File: src/rtl/fbpa_pkg.sv
// shared types, widths and codes of the fixed block pool allocator
package fbpa_pkg;

   localparam int MAX_BLOCKS_DEF = 1024;
   localparam int ADDR_WIDTH_DEF = 32;

   localparam int BASE_W     = 32;
   localparam int BSIZE_W    = 16;
   localparam int BCOUNT_W   = 11;
   localparam int REQ_W      = 32;
   localparam int STATUS_W   = 3;
   localparam int CSR_IDX_W  = 2;
   localparam int CSR_DATA_W = 32;

   typedef logic [STATUS_W-1:0]   status_type;
   typedef logic                  command_type;
   typedef logic [CSR_IDX_W-1:0]  csr_index_type;
   typedef logic [CSR_DATA_W-1:0] csr_data_type;

   localparam command_type CMD_ALLOC = 1'b0;
   localparam command_type CMD_FREE  = 1'b1;

   localparam status_type STS_SERVED    = 3'd0;
   localparam status_type STS_TOO_LARGE = 3'd1;
   localparam status_type STS_EMPTY     = 3'd2;
   localparam status_type STS_OUTSIDE   = 3'd3;
   localparam status_type STS_FULL      = 3'd4;

   localparam csr_index_type REG_POOL_BASE   = 2'd0;
   localparam csr_index_type REG_BLOCK_SIZE  = 2'd1;
   localparam csr_index_type REG_BLOCK_COUNT = 2'd2;

   localparam logic [BASE_W-1:0]   POOL_BASE_RST   = 32'd0;
   localparam logic [BSIZE_W-1:0]  BLOCK_SIZE_RST  = 16'd64;
   localparam logic [BCOUNT_W-1:0] BLOCK_COUNT_RST = 11'd1024;

endpackage

File: src/rtl/fbpa_div.sv
// restoring divider, one quotient bit per cycle
module fbpa_div #(
   parameter int DW = 27,
   parameter int QB = 10
) (
   input  logic                       clock,
   input  logic                       reset,
   input  logic                       start,
   input  logic [DW-1:0]              dividend,
   input  logic [fbpa_pkg::BSIZE_W-1:0] divisor,
   output logic                       done,
   output logic [QB-1:0]              quotient
);
   import fbpa_pkg::*;

   localparam int CW = $clog2(QB + 1);

   logic [DW-1:0] rem_ff, rem_in;
   logic [DW-1:0] den_ff, den_in;
   logic [QB-1:0] quo_ff, quo_in;
   logic [CW-1:0] cnt_ff, cnt_in;
   logic          busy_ff, busy_in;
   logic          done_ff, done_in;
   logic          ge;

   assign ge = (rem_ff >= den_ff);

   always_comb begin
      rem_in  = rem_ff;
      den_in  = den_ff;
      quo_in  = quo_ff;
      cnt_in  = cnt_ff;
      busy_in = busy_ff;
      done_in = 1'b0;
      if (start) begin
         rem_in  = dividend;
         den_in  = DW'(divisor) << (QB - 1);
         quo_in  = '0;
         cnt_in  = CW'(QB);
         busy_in = 1'b1;
      end else if (busy_ff) begin
         rem_in = ge ? (rem_ff - den_ff) : rem_ff;
         den_in = den_ff >> 1;
         quo_in = (quo_ff << 1) | QB'(ge);
         cnt_in = cnt_ff - CW'(1);
         if (cnt_ff == CW'(1)) begin
            busy_in = 1'b0;
            done_in = 1'b1;
         end
      end
   end

   always_ff @(posedge clock) begin
      if (reset) begin
         busy_ff <= 1'b0;
         done_ff <= 1'b0;
         cnt_ff  <= '0;
      end else begin
         busy_ff <= busy_in;
         done_ff <= done_in;
         cnt_ff  <= cnt_in;
      end
      rem_ff <= rem_in;
      den_ff <= den_in;
      quo_ff <= quo_in;
   end

   assign done     = done_ff;
   assign quotient = quo_ff;
endmodule

File: config.mk
export PLATFORM = sky130hd
export DESIGN_NAME = fbpa_div
export DESIGN_NICKNAME = d
export VERILOG_FILES = /design/src/rtl/fbpa_pkg.sv /design/src/rtl/fbpa_div.sv
export SDC_FILE = /design/constraint.sdc
export NUM_CORES = 1
export LEC_CHECK = 0
export ABC_AREA = 1
export ABC_CLOCK_PERIOD_IN_PS = 4300
export BUFFER_PORTS_ARGS = -buffer_cell sky130_fd_sc_hd__buf_2
export CAP_MARGIN = 20
export CORE_ASPECT_RATIO = 1.5
export CORE_MARGIN = 3
export CORE_UTILIZATION = 54
export DETAILED_ROUTE_END_ITERATION = 12
export GPL_TIMING_DRIVEN = 0
export MAX_ROUTING_LAYER = met4
export PLACE_DENSITY = 0.71
export SLEW_MARGIN = 40
export SYNTH_ARGS = -nofsm -noshare
export SYNTH_HDL_FRONTEND = slang
export SYNTH_SLANG_ARGS = --single-unit
export TNS_END_PERCENT = 5
File: constraint.sdc
create_clock -name clock -period 4.3 [get_ports clock]
set_clock_uncertainty 0.15 [all_clocks]
set_input_delay 0.215 -clock clock [delete_from_list [all_inputs] [get_ports clock]]
set_output_delay 0.215 -clock clock [all_outputs]
set_load 0.01 [all_outputs]
## After elaboration in Yosys (flattened, before gate mapping)

Cells that the tools add are included.
Widths: inputs -> output; s select.

- Word-level logic and storage cells: 30
- Input bits: 46
- Output and inout port bits: 11
- Bits in registers: 68

- Order comparisons: 1
- Reductions and logical operators: 5
- Equality and inequality tests: 1
- Mux-type cells: 11
- $add $sub $neg: 2
- Bitwise logic cells: 2

Operators with widths:

| cell | number |
|---|---|
| $mux 27 | 3 |
| $mux 25 | 2 |
| $ge 27x25->1 | 1 |
| $sub 27x25->27 | 1 |
| $or 10x1->10 | 1 |
| $mux 4 | 2 |
| $eq 4x1->1 const B | 1 |
| $mux 1 | 4 |
| $reduce_bool 2->1 | 2 |
| $sub 4x1->4 const B | 1 |
| $reduce_or 3->1 | 1 |
| $reduce_and 2->1 | 1 |
| $reduce_or 2->1 | 1 |
| $not 1->1 | 1 |

## Longest topological paths before layout

- Word-level depth: 4
- Depth in mapped cells: 13
- Mapped depth without buffers: 13

## Least setup slack after synthesis

Ideal clock, no wire load.

- Kind: reg-to-reg
- Start: register rem_ff[22]
- End: register rem_ff[0] (enable)
- Buffers on the path: 0
- Cell stages (with the launch flop): 10
- Clock period less this slack: 2514 ps
- Data required time: 3766 ps
- Arrival time: 1980 ps
- Path slack: 1786 ps
- Library setup time: 384 ps
- Cell sequence: edfxtp_1 > ha_1 > nand2_1 > nor2_1 > nand4_1 > nor3_1 > nand2_1 > nand3_1 > nand2_1 > nand2_1

- Word-level cells in the longest chain between the ends: 3

RTL lines:

| what | line | source |
|---|---|---|
| from (decl) | fbpa_div.sv:18 | `logic [DW-1:0] rem_ff, rem_in;` |
| from (signal assigned) | fbpa_div.sv:63 | `rem_ff <= rem_in;` |
| $ge 27x25->1 | fbpa_div.sv:26 | `assign ge = (rem_ff >= den_ff);` |
| $reduce_bool 2->1 (no line) | n/a |  |
| $reduce_and 2->1 (no line) | n/a |  |

Every way passes these cells.
A chain may end at the register's enable or synchronous reset.

## Worst setup path after layout

- Start: register rem_ff[21]
- End: register rem_ff[17] (enable)

The elaborated chain is that of the path after synthesis.

==> metrics.txt <==
Post-Place Cells=868; Worst Setup SP=rem_ff[21]; syn_nets=780; hold_sp=dividend[19]; PnR Total Power=2470 uW; #FFs+latches synth=68; main combinational cell family by area after synthesis=simple AND/OR/NAND/NOR gates; H-tree depth=3; DP Wirelength=9980 microns; status=finished, final reports clean; RR Endpoint=rem_ff[17]; RD Place Congestion=1.02; Residual DRC=0; Core ar.=8460 sq um; predominant post-synthesis flop cell=edfxtp_1; fmax=352 MHz; gr usage total=28.4%; total global routing overflow=0; Initial Util=55.9%; simple-gate share of the synthesized area=33.6%; Hold Buf Count CTS=16; n_diodes=0; leading cell type by number of instances after synthesis=nand2_1; vias per inst=4.98; initial antenna violation count=0; nets=862; Yosys top cell area share=27.3%; port buffer count=55; CTS tree=built; Ports=57; XOR/XNOR Fraction of Synth Area=0.370%; Avg WL per Cell=14.3 microns; worst vdd ir=0.000309 V; clk slew on worst S/H paths=0.06 ns; CTS resizes=0; # setup viols final=0; synth warn=0; mux cell area share after synthesis=0%; Min-Delay Path Class=in -> reg; Hold Fails Final Rpt=0; Distinct cells, synth=33; number of routed nets with antenna violations=0; Post-Syn Area=4730 sq um; R2R setup slack=1.46 ns; Synth Instances=706; Worst EP arrival=2.66 ns; Area Overhead vs Synth=18.1%; layout cells sized above 1=11.9%; Longest Clk Path Bufs=2; slew margin rel.=51.8%; Synth top cells by count=nand2_1, inv_1, edfxtp_1, nand3_1, nor2_1; Slew Viols, Final=0; Worst-Skew Late Latency=0.35 ns; Finished Layout Cells=900; fin crit share=66.1%; Worst R2R Path Depth=9; 1st-iter DRT viols=230; Synth Area in Compound Gates=7.85%; Synth area leader=edfxtp_1; WS Path Type=reg -> reg; Row Count=41; FFs w/ async S/R, synth=0%; P per Cell Area=443 nW/um^2; Mapped Avg Cell Area=6.70 sq um; Die X=82.4 microns; CTS Buf Count=9; max cap viols=0; adder-cell share of the synthesized area=7.56%; total wire length=12800 microns; area of the die=9950 sq um; fraction of the yosys area taken by sequential cells=37.9%; Setup crit end=rem_ff[17]; Final min period=2.84 ns; Final TNS setup=0 ns; Die Ht=121 microns; CP required=4.12 ns; Pleak=0.00292 uW; Pre-antenna DRT Iters=5; EDFF count, synth=43; Worst-Margin Slew=0.721 ns; setup bufs post-CTS=0; Num Clock Sinks=68; Crit. End Element=register; Vias=4480; worst r2r src=rem_ff[21]; vias in the first global route=4449; Core Util, Final=66.0%; Root Buffer=clkbuf_16; RSZ-0062 raised after global routing=no; pin count of the biggest net entering global routing=28; Crit Path Max Fanout=27; first-pass GRT wire length=20600 microns; CP Launch Type=register; synth top area cells=edfxtp_1, nand2_1, inv_1, dfxtp_1, ha_1
-- layer usage --
| metal | share of wire, % | track usage [%] |
|---|---|---|
| met4 | 3.2 | 10.4 |
| met1 | 41 | 33.0 |
| met5 | 0 | - |
| met3 | 4.4 | 4.55 |
| met2 | 52 | 48.5 |
-- state kept, by name (all words and copies together), names as in the netlist --
signal / count
rem_ff: 27
den_ff: 25
quotient: 10
cnt_ff: 4
busy_ff: 1
done: 1
-- final cells by class --
cell class              instances  area (sq um)
inverters                     146           548
clock buffers                  10           239
repair buffers                 71           435
flip-flops and latches         68          1790
plain buffers                  12          53.8
fillers                       797          2880
well taps                     107           134
multi-input cells             480          2340
clock inverters                 6          43.8
-- per-stage QoR --
| step | area (sq um) | setup WS, ns | hold WS [ns] |
|---|---|---|---|
| floorplan | 4730 | 1.79 | 0.134 |
| global placement | 5140 | 1.07 | 0.263 |
| detailed placement | 5140 | 1.45 | 0.269 |
| CTS | 5590 | 1.42 | 0.00116 |
| global route | 5590 | 1.24 | 0.0156 |
| finish | 5590 | 1.46 | 0.00110 |
-- how the worst min path moves through the flow --
| stage | endpoint | slack, ns | cells past startpoint |
|---|---|---|---|
| 6_report | rem_ff[19] | 0.001 | 3 |
| 5_1_grt | rem_ff[7] | 0.02 | 3 |
| 4_1_cts | rem_ff[19] | 0.001 | 3 |
| 3_5_place_dp | cnt_ff[3] | 0.27 | 2 |
| 3_3_place_gp | cnt_ff[3] | 0.26 | 2 |
| 2_1_floorplan | cnt_ff[3] | 0.13 | 1 |
-- worst max-delay path, cell delays in order, from the launching register on --
cell and delay, ns:
edfxtp_1 0.38, ha_1 0.41, nand2_1 0.12, nor2_1 0.23, nand4_1 0.17, nor3_1 0.16, nand2_1 0.09, nand3_1 0.13
nand2_1 0.08, nand2_2 0.54
-- cells in the final DEF, fill, tap and decap left out, types with 2 or more instances in the layout --
cell type and n:
buf_2 59, nor2_4 2, inv_4 2, edfxtp_1 43
ha_1 27, dfxtp_1 25, clkbuf_1 6, o21ai_0 28
nor2_1 38, nand2_2 7, inv_6 2, nor3_1 7
o22ai_1 15, a21oi_1 19, or2_2 4, nand3_1 43
nor2_2 4, nand2_1 262, nand3b_1 3, inv_1 145
o211ai_1 2, dlygate4sd3_1 16, nand4_1 9, clkbuf_16 9
-- kinds of logic after synthesis --
| group | Yosys count |
|---|---|
| fa+ha+maj | 28 |
| buf+inv | 158 |
| flops | 68 |
| simple gates | 382 |
| xor+xnor | 2 |
| compound gates | 68 |
-- power by group --
group          internal [uW]  switching (uW)  total, uW
logic                    320             619        940
clock network            410             301        711
registers                791            30.8        822
Note: power is estimated with default switching activity, not from simulation.
